`config.mk`:
```
export PLATFORM = sky130hd
export DESIGN_NAME = double_ended_queue_core
export DESIGN_NICKNAME = d
export VERILOG_FILES = /design/src/hw/rtl/dq_pkg.sv /design/src/hw/rtl/dq_ram.sv /design/src/hw/rtl/double_ended_queue_core.sv
export SDC_FILE = /design/constraint.sdc
export NUM_CORES = 2
export LEC_CHECK = 0
export ABC_AREA = 1
export BUFFER_PORTS_ARGS = -buffer_cell sky130_fd_sc_hd__buf_2
export CELL_PAD_IN_SITES_DETAIL_PLACEMENT = 1
export CELL_PAD_IN_SITES_GLOBAL_PLACEMENT = 2
export CORE_MARGIN = 2
export CORE_UTILIZATION = 46
export DETAILED_ROUTE_END_ITERATION = 10
export PLACE_DENSITY_LB_ADDON = 0.12
export REMOVE_ABC_BUFFERS = 1
export SYNTH_ARGS = -nofsm -noshare
export SYNTH_HDL_FRONTEND = slang
export SYNTH_SLANG_ARGS = --single-unit
```
`constraint.sdc`:
```
create_clock -name clk_i -period 7.1 [get_ports clk_i]
set_input_delay 1.065 -clock clk_i [delete_from_list [all_inputs] [get_ports clk_i]]
set_output_delay 1.065 -clock clk_i [all_outputs]
set_load 0.05 [all_outputs]
```
`src/hw/rtl/dq_pkg.sv`:
```
// Shared types and constants for the double-ended queue core.
// Used by double_ended_queue_core; no dependencies.
package dq_pkg;

  localparam int unsigned Depth     = 64;
  localparam int unsigned DataWidth = 32;
  localparam int unsigned AddrWidth = $clog2(Depth);
  localparam int unsigned CntWidth  = $clog2(Depth + 1);

  // request codes; codes above FuncRead are ignored
  localparam logic [2:0] FuncPushFront = 3'd0;
  localparam logic [2:0] FuncPushBack  = 3'd1;
  localparam logic [2:0] FuncPopFront  = 3'd2;
  localparam logic [2:0] FuncPopBack   = 3'd3;
  localparam logic [2:0] FuncRead      = 3'd4;

  typedef enum logic [1:0] {
    StatusOk    = 2'd0,
    StatusEmpty = 2'd1,
    StatusFull  = 2'd2,
    StatusRange = 2'd3
  } status_e;

  typedef struct packed {
    logic [2:0]  func;
    logic [31:0] data_in;
    logic [5:0]  index;
  } in_word_t;

  typedef struct packed {
    logic [31:0] data_out;
    logic [1:0]  status;
    logic [6:0]  entry_count;
  } out_word_t;

endpackage

```
`src/hw/rtl/dq_ram.sv`:
```
// Generic single-port synchronous RAM with registered read data.
// Standalone; no package dependencies.
module dq_ram #(
  parameter int unsigned Width = 32,
  parameter int unsigned Depth = 64
) (
  input  logic                     clk_i,
  input  logic                     we_i,
  input  logic                     re_i,
  input  logic [$clog2(Depth)-1:0] addr_i,
  input  logic [Width-1:0]         wdata_i,
  output logic [Width-1:0]         rdata_o
);

  logic [Width-1:0] mem_q [Depth];
  logic [Width-1:0] rdata_q;

  always_ff @(posedge clk_i) begin
    if (we_i) begin
      mem_q[addr_i] <= wdata_i;
    end
    if (re_i) begin
      rdata_q <= mem_q[addr_i];
    end
  end

  assign rdata_o = rdata_q;

endmodule

```
`src/hw/rtl/double_ended_queue_core.sv`:
```
// Double-ended queue core: ring buffer held in one synchronous RAM.
// Depends on dq_pkg and dq_ram.
//
// Usage:
//   Input channel (in_valid_i / in_stall_o / in_word_i) takes one request:
//   push front, push back, pop front, pop back or read at an index counted
//   from the front. Output channel (out_valid_o / out_stall_i / out_word_o)
//   returns exactly one word per request: data, status and entry count.
//   Pushes, refused requests and ignored codes update the pointers at the
//   accepting edge and present their result on the next cycle, so they
//   sustain one request per cycle while the output is not stalled. Pops and
//   reads issue a RAM read at the accepting edge; the registered read data
//   is taken into the output register at the next edge, so a successful pop
//   or read stalls the input while its read is pending. The RAM's registered
//   read data sets this.
//   A stalled output holds its word and stalls the input until the word
//   leaves; a word that leaves at an edge frees the register for the request
//   accepted at that same edge.
//   Reset clears the front pointer and the entry count; the RAM contents are
//   not cleared and are only read at positions that a push has written.
module double_ended_queue_core (
  input  logic               clk_i,
  input  logic               rst_ni,
  input  logic               in_valid_i,
  output logic               in_stall_o,
  input  dq_pkg::in_word_t   in_word_i,
  output logic               out_valid_o,
  input  logic               out_stall_i,
  output dq_pkg::out_word_t  out_word_o
);

  localparam int unsigned AW = dq_pkg::AddrWidth;
  localparam int unsigned CW = dq_pkg::CntWidth;
  localparam int unsigned DW = dq_pkg::DataWidth;

  logic [AW-1:0]     front_q, front_d;
  logic [CW-1:0]     count_q, count_d;
  logic              pend_q, pend_d;
  logic              out_valid_q, out_valid_d;
  dq_pkg::out_word_t out_q, out_d;

  logic          accept;
  logic          is_full, is_empty, out_free;
  logic [CW-1:0] offset;
  logic [AW-1:0] slot;
  logic [CW:0]   slot_sum;
  logic          ram_we, ram_re;
  logic [AW-1:0] ram_addr;
  logic [DW-1:0] ram_rdata;
  logic [AW-1:0] front_dec, front_inc;

  assign out_free   = !out_valid_q || !out_stall_i;
  assign in_stall_o = pend_q || !out_free;
  assign accept     = in_valid_i && !in_stall_o;

  assign is_full  = (count_q == CW'(dq_pkg::Depth));
  assign is_empty = (count_q == '0);

  assign front_dec = (front_q == '0) ? AW'(dq_pkg::Depth - 1) : front_q - 1'b1;
  assign front_inc = (front_q == AW'(dq_pkg::Depth - 1)) ? '0 : front_q + 1'b1;

  // offset from the front of the entry a request touches
  always_comb begin
    unique case (in_word_i.func)
      dq_pkg::FuncPushBack: offset = count_q;
      dq_pkg::FuncPopBack:  offset = count_q - 1'b1;
      dq_pkg::FuncRead:     offset = CW'(in_word_i.index);
      default:              offset = '0;
    endcase
  end

  // wrap front + offset into the ring
  assign slot_sum = (CW + 1)'(front_q) + (CW + 1)'(offset);
  assign slot = (slot_sum >= (CW + 1)'(dq_pkg::Depth))
                ? AW'(slot_sum - (CW + 1)'(dq_pkg::Depth)) : AW'(slot_sum);

  always_comb begin
    front_d     = front_q;
    count_d     = count_q;
    pend_d      = 1'b0;
    ram_we      = 1'b0;
    ram_re      = 1'b0;
    ram_addr    = slot;
    out_valid_d = out_valid_q && out_stall_i;
    out_d       = out_q;

    if (pend_q) begin
      // read data arrives; count already reflects the pop
      out_valid_d          = 1'b1;
      out_d.data_out       = 32'(ram_rdata);
      out_d.status         = dq_pkg::StatusOk;
      out_d.entry_count    = 7'(count_q);
    end else if (accept) begin
      out_d.data_out = '0;
      out_d.status   = dq_pkg::StatusOk;
      out_valid_d    = 1'b1;
      unique case (in_word_i.func)
        dq_pkg::FuncPushFront: begin
          if (is_full) begin
            out_d.status = dq_pkg::StatusFull;
          end else begin
            front_d  = front_dec;
            count_d  = count_q + 1'b1;
            ram_we   = 1'b1;
            ram_addr = front_dec;
          end
        end
        dq_pkg::FuncPushBack: begin
          if (is_full) begin
            out_d.status = dq_pkg::StatusFull;
          end else begin
            count_d = count_q + 1'b1;
            ram_we  = 1'b1;
          end
        end
        dq_pkg::FuncPopFront: begin
          if (is_empty) begin
            out_d.status = dq_pkg::StatusEmpty;
          end else begin
            ram_re      = 1'b1;
            ram_addr    = front_q;
            front_d     = front_inc;
            count_d     = count_q - 1'b1;
            pend_d      = 1'b1;
            out_valid_d = 1'b0;
          end
        end
        dq_pkg::FuncPopBack: begin
          if (is_empty) begin
            out_d.status = dq_pkg::StatusEmpty;
          end else begin
            ram_re      = 1'b1;
            count_d     = count_q - 1'b1;
            pend_d      = 1'b1;
            out_valid_d = 1'b0;
          end
        end
        dq_pkg::FuncRead: begin
          if (CW'(in_word_i.index) >= count_q) begin
            out_d.status = dq_pkg::StatusRange;
          end else begin
            ram_re      = 1'b1;
            pend_d      = 1'b1;
            out_valid_d = 1'b0;
          end
        end
        default: begin
          // unused code: report ok with unchanged count
        end
      endcase
      out_d.entry_count = 7'(count_d);
    end
  end

  always_ff @(posedge clk_i or negedge rst_ni) begin
    if (!rst_ni) begin
      front_q     <= '0;
      count_q     <= '0;
      pend_q      <= 1'b0;
      out_valid_q <= 1'b0;
    end else begin
      front_q     <= front_d;
      count_q     <= count_d;
      pend_q      <= pend_d;
      out_valid_q <= out_valid_d;
    end
  end

  always_ff @(posedge clk_i) begin
    out_q <= out_d;
  end

  dq_ram #(
    .Width (DW),
    .Depth (dq_pkg::Depth)
  ) u_ram (
    .clk_i   (clk_i),
    .we_i    (ram_we),
    .re_i    (ram_re),
    .addr_i  (ram_addr),
    .wdata_i (DW'(in_word_i.data_in)),
    .rdata_o (ram_rdata)
  );

  assign out_valid_o = out_valid_q;
  assign out_word_o  = out_q;

endmodule
```
==> key figures <==
Status
  – Status: finished clean

Floorplan
  – I/O pin total: 88
  – Initial Util: 0.464
  – Die Wd: 448 um
  – Die Ht: 448 um
  – DIE AREA: 201000 um^2
  – Core area: 195000 um^2
  – Row cnt: 162

Timing
  – Fin. Hold Viols: 0
  – Slew HR: 0.154
  – Max-slew violation count: 0
  – Skew final: 0.0372 ns
  – Fin crit period: 5.84 ns
  – Final setup viols: 0
  – Setup TNS: 0 ns
  – Hold WS: 0.108 ns
  – RSZ-0062 raised after global routing: no
  – Peak Freq: 171 MHz
  – Slack of the critical path: 1.26 ns
  – Tcrit/Tclk final: 0.823
  – Worst-Margin Slew: 1.27 ns

Synthesis
  – Synth cell types: 46
  – Mapped Area: 90700 um^2
  – Avg Cell Area, Syn: 10.7 um^2
  – Synthesis-stage register bit count: 2136
  – Sequential-to-total area share from yosys stat: 0.706
  – Mapped Cells: 8462
  – Asr flop ratio synth: 0.00702
  – Yosys warning count: 0
  – Post-synth EDFFs: 2119
  – Synth Flop Type: edfxtp_1

Clock tree
  – Total number of H-tree levels: 4
  – Total clock sinks: 2136
  – Number of setup buffers added after CTS: 0
  – Root Buffer Master: clkbuf_16
  – Post-cts resize count: 0
  – Clock Latency Late Sink: 0.91 ns
  – CTS tree: built
  – TritonCTS Buffers: 226
  – CTS Buffer Depth: 3
  – CTS Hold Bufs: 0
  – Reg clk slew, reported paths: 0.06 ns

Global routing
  – GRT busiest layer: met2
  – GR Util All Layers: 0.314
  – Pin count of the biggest net entering global routing: 166
  – GRT Residual Overflow: 0
  – Met2 usage: 0.516
  – Antenna violations before repair: 16
  – Grt met3 use: 0.0498
  – Vias in the first global route: 66000
  – First-pass GRT wire length: 457000 um
  – Met1 Use GR: 0.431

Placed design
  – Routability cong.: 0.874
  – Port-buffer cells: 87
  – Dpl cell area: 94800 um^2
  – Pre-CTS setup slack: 1.34 ns
  – Post-DP HPWL: 169000 um

Detailed routing
  – Initial DRC count: 7008
  – Antenna viol nets, final: 0
  – Final WL: 316000 um
  – DRC: 0
  – WL/cell: 27.9 um
  – Vias post-DR: 65200
  – Via density: 5.76
  – Pre-antenna DRT Iters: 5

Critical path
  – Reg-to-reg slack, setup: 1.26 ns
  – Critical Path RT: 7.68 ns
  – Crit. Startpoint: pend_q
  – Startpoint Class: register
  – CP Max Fanout: 65
  – R2R Path Start: pend_q
  – Worst Reg-to-Reg Cells: 12
  – Worst Setup Path Type: reg2reg
  – Critical path endpoint category: register
  – Worst r2r dst: u_ram.mem_q[24][15]
  – Arrival @ worst endpoint: 6.42 ns

Power
  – VDD IR max: 485 uV
  – PD cells: 446 nW/um^2
  – Final Total Pwr: 45.5 mW
  – LEAKAGE: 40.7 nW

Hold path
  – Hold WC Path Type: in2async

Finish
  – Proportion of layout cells with a drive suffix above 1: 0.0848
  – Layout fillers: 20900
  – Nets: 8554
  – Area growth, synth to finish: 12.5%
  – Final Cell Area: 102000 um^2

Job
  – Max Cap Viol: 0
final cells by class:
class | instances | area [um^2] | share of cell area
Antenna cell | 6 | 15.0 | 0.000147
Clock buffer | 283 | 6030 | 0.0591
Clock inverter | 140 | 1190 | 0.0117
Inverter | 274 | 1060 | 0.0104
Multi-Input combinational cell | 5553 | 23800 | 0.233
Sequential cell | 2136 | 64000 | 0.628
Tap cell | 2624 | 3280 | 0.0322
Timing Repair Buffer | 301 | 2610 | 0.0255
synthesized netlist by cell type, types with 2 or more instances:
cell type  number  area (um^2)
clkbuf_1       95          357
nand2_2         5         31.3
inv_1         255          957
nand3_1       879         4400
buf_4          16          120
nor2_1        356         1340
o211ai_1        6         45.0
nand2_1      3867        14500
nand3b_1        6         45.0
o21ai_0        75          375
dfxtp_1         2         40.0
edfxtp_1     2119        63600
xnor2_1         2         17.5
nand2_4         3         33.8
nor2_4          3         33.8
buf_6           5         56.3
xor2_1          6         52.6
inv_2          15         56.3
nor3_1          4         20.0
or2_2           2         12.5
nor2_2          4         25.0
clkinv_1        3         11.3
o221ai_1        6         52.6
buf_2         355         1780
nand4_1       231         1450
o21ai_1         6         30.0
dfrtp_1        15          375
nand3_2         4         40.0
buf_1          28          105
ha_1           16          200
a21oi_1        58          290
placed cells by master, fill, tap and decap left out, types with 48 or more instances in the layout:
| master | synthesis | final |
|---|---|---|
| edfxtp_1 | 2119 | 2119 |
| clkbuf_16 | 0 | 232 |
| clkinv_2 | 0 | 50 |
| nor2_1 | 356 | 287 |
| nor2_4 | 3 | 75 |
| o21ai_0 | 75 | 75 |
| buf_4 | 16 | 169 |
| nand4_1 | 231 | 231 |
| inv_1 | 255 | 254 |
| nand3_1 | 879 | 879 |
| nand2_1 | 3867 | 3864 |
| clkinv_1 | 3 | 60 |
| buf_2 | 355 | 87 |
| clkbuf_1 | 95 | 48 |
| a21oi_1 | 58 | 58 |
registers in the layout, indices dropped and copies added, names as in the netlist:
| signal | cells |
|---|---|
| u_ram.mem_q | 2048 |
| out_word_o | 41 |
| u_ram.rdata_o | 32 |
| count_q | 7 |
| front_q | 6 |
| out_valid_o | 1 |
| pend_q | 1 |
through the flow:
stage / std cells / util
floorplan: 7963 / -
global placement: 10900 / 0.485
detailed placement: 10900 / 0.485
CTS: 11300 / 0.522
global route: 11300 / 0.522
finish: 11300 / 0.522
cells by family (layout without fill, tap and decap cells):
kind of cell	after synthesis	count (layout)	share of synthesized area
xor gates and xnor gates	8	8	0.000773
DFF	2136	2136	0.706
adders and majority gates	17	17	0.00243
and+or+nand+nor	5368	5368	0.243
buffers and inverters	773	998	0.0380
AOI/OAI and AO/OA	160	160	0.00962
other	0	6	0
worst max path at each step:
stage,slack (ns),end,depth (start not counted)
2_1_floorplan,-18.54,u_ram.mem_q[19][0],11
5_1_grt,1.09,u_ram.rdata_o[29],19
6_report,1.26,u_ram.mem_q[24][15],12
4_1_cts,1.37,u_ram.mem_q[24][15],12
3_3_place_gp,1.42,u_ram.mem_q[24][21],13
3_5_place_dp,1.34,u_ram.mem_q[24][15],13
report_power, final:
group          internal (mW)  leakage, nW  switching [mW]
clock                   6.64         3.55            5.07
combinational           4.58         17.9            14.8
sequential              14.2         19.3           0.152
critical path, stage by stage (launching register included):
cell	delay [ns]
dfrtp_2	0.76
inv_2	0.39
nand3_1	0.54
nor2_4	0.47
nand3_4	0.23
nand2_8	0.45
nand2_8	0.35
inv_8	0.49
nand2_1	0.14
inv_1	0.12
nand2_1	0.50
nor2_4	0.62
buf_4	0.33
per-layer routing:
layer / vias up / wire [um] / part of all wire
met1: 33500 / 133000 / 0.42
met3: 474 / 23200 / 0.074
li1: 28700 / - / -
met4: 2 / 8880 / 0.028
met5: - / 13 / 0.000041
met2: 2460 / 151000 / 0.48
Note: power is estimated with default switching activity, not from simulation.
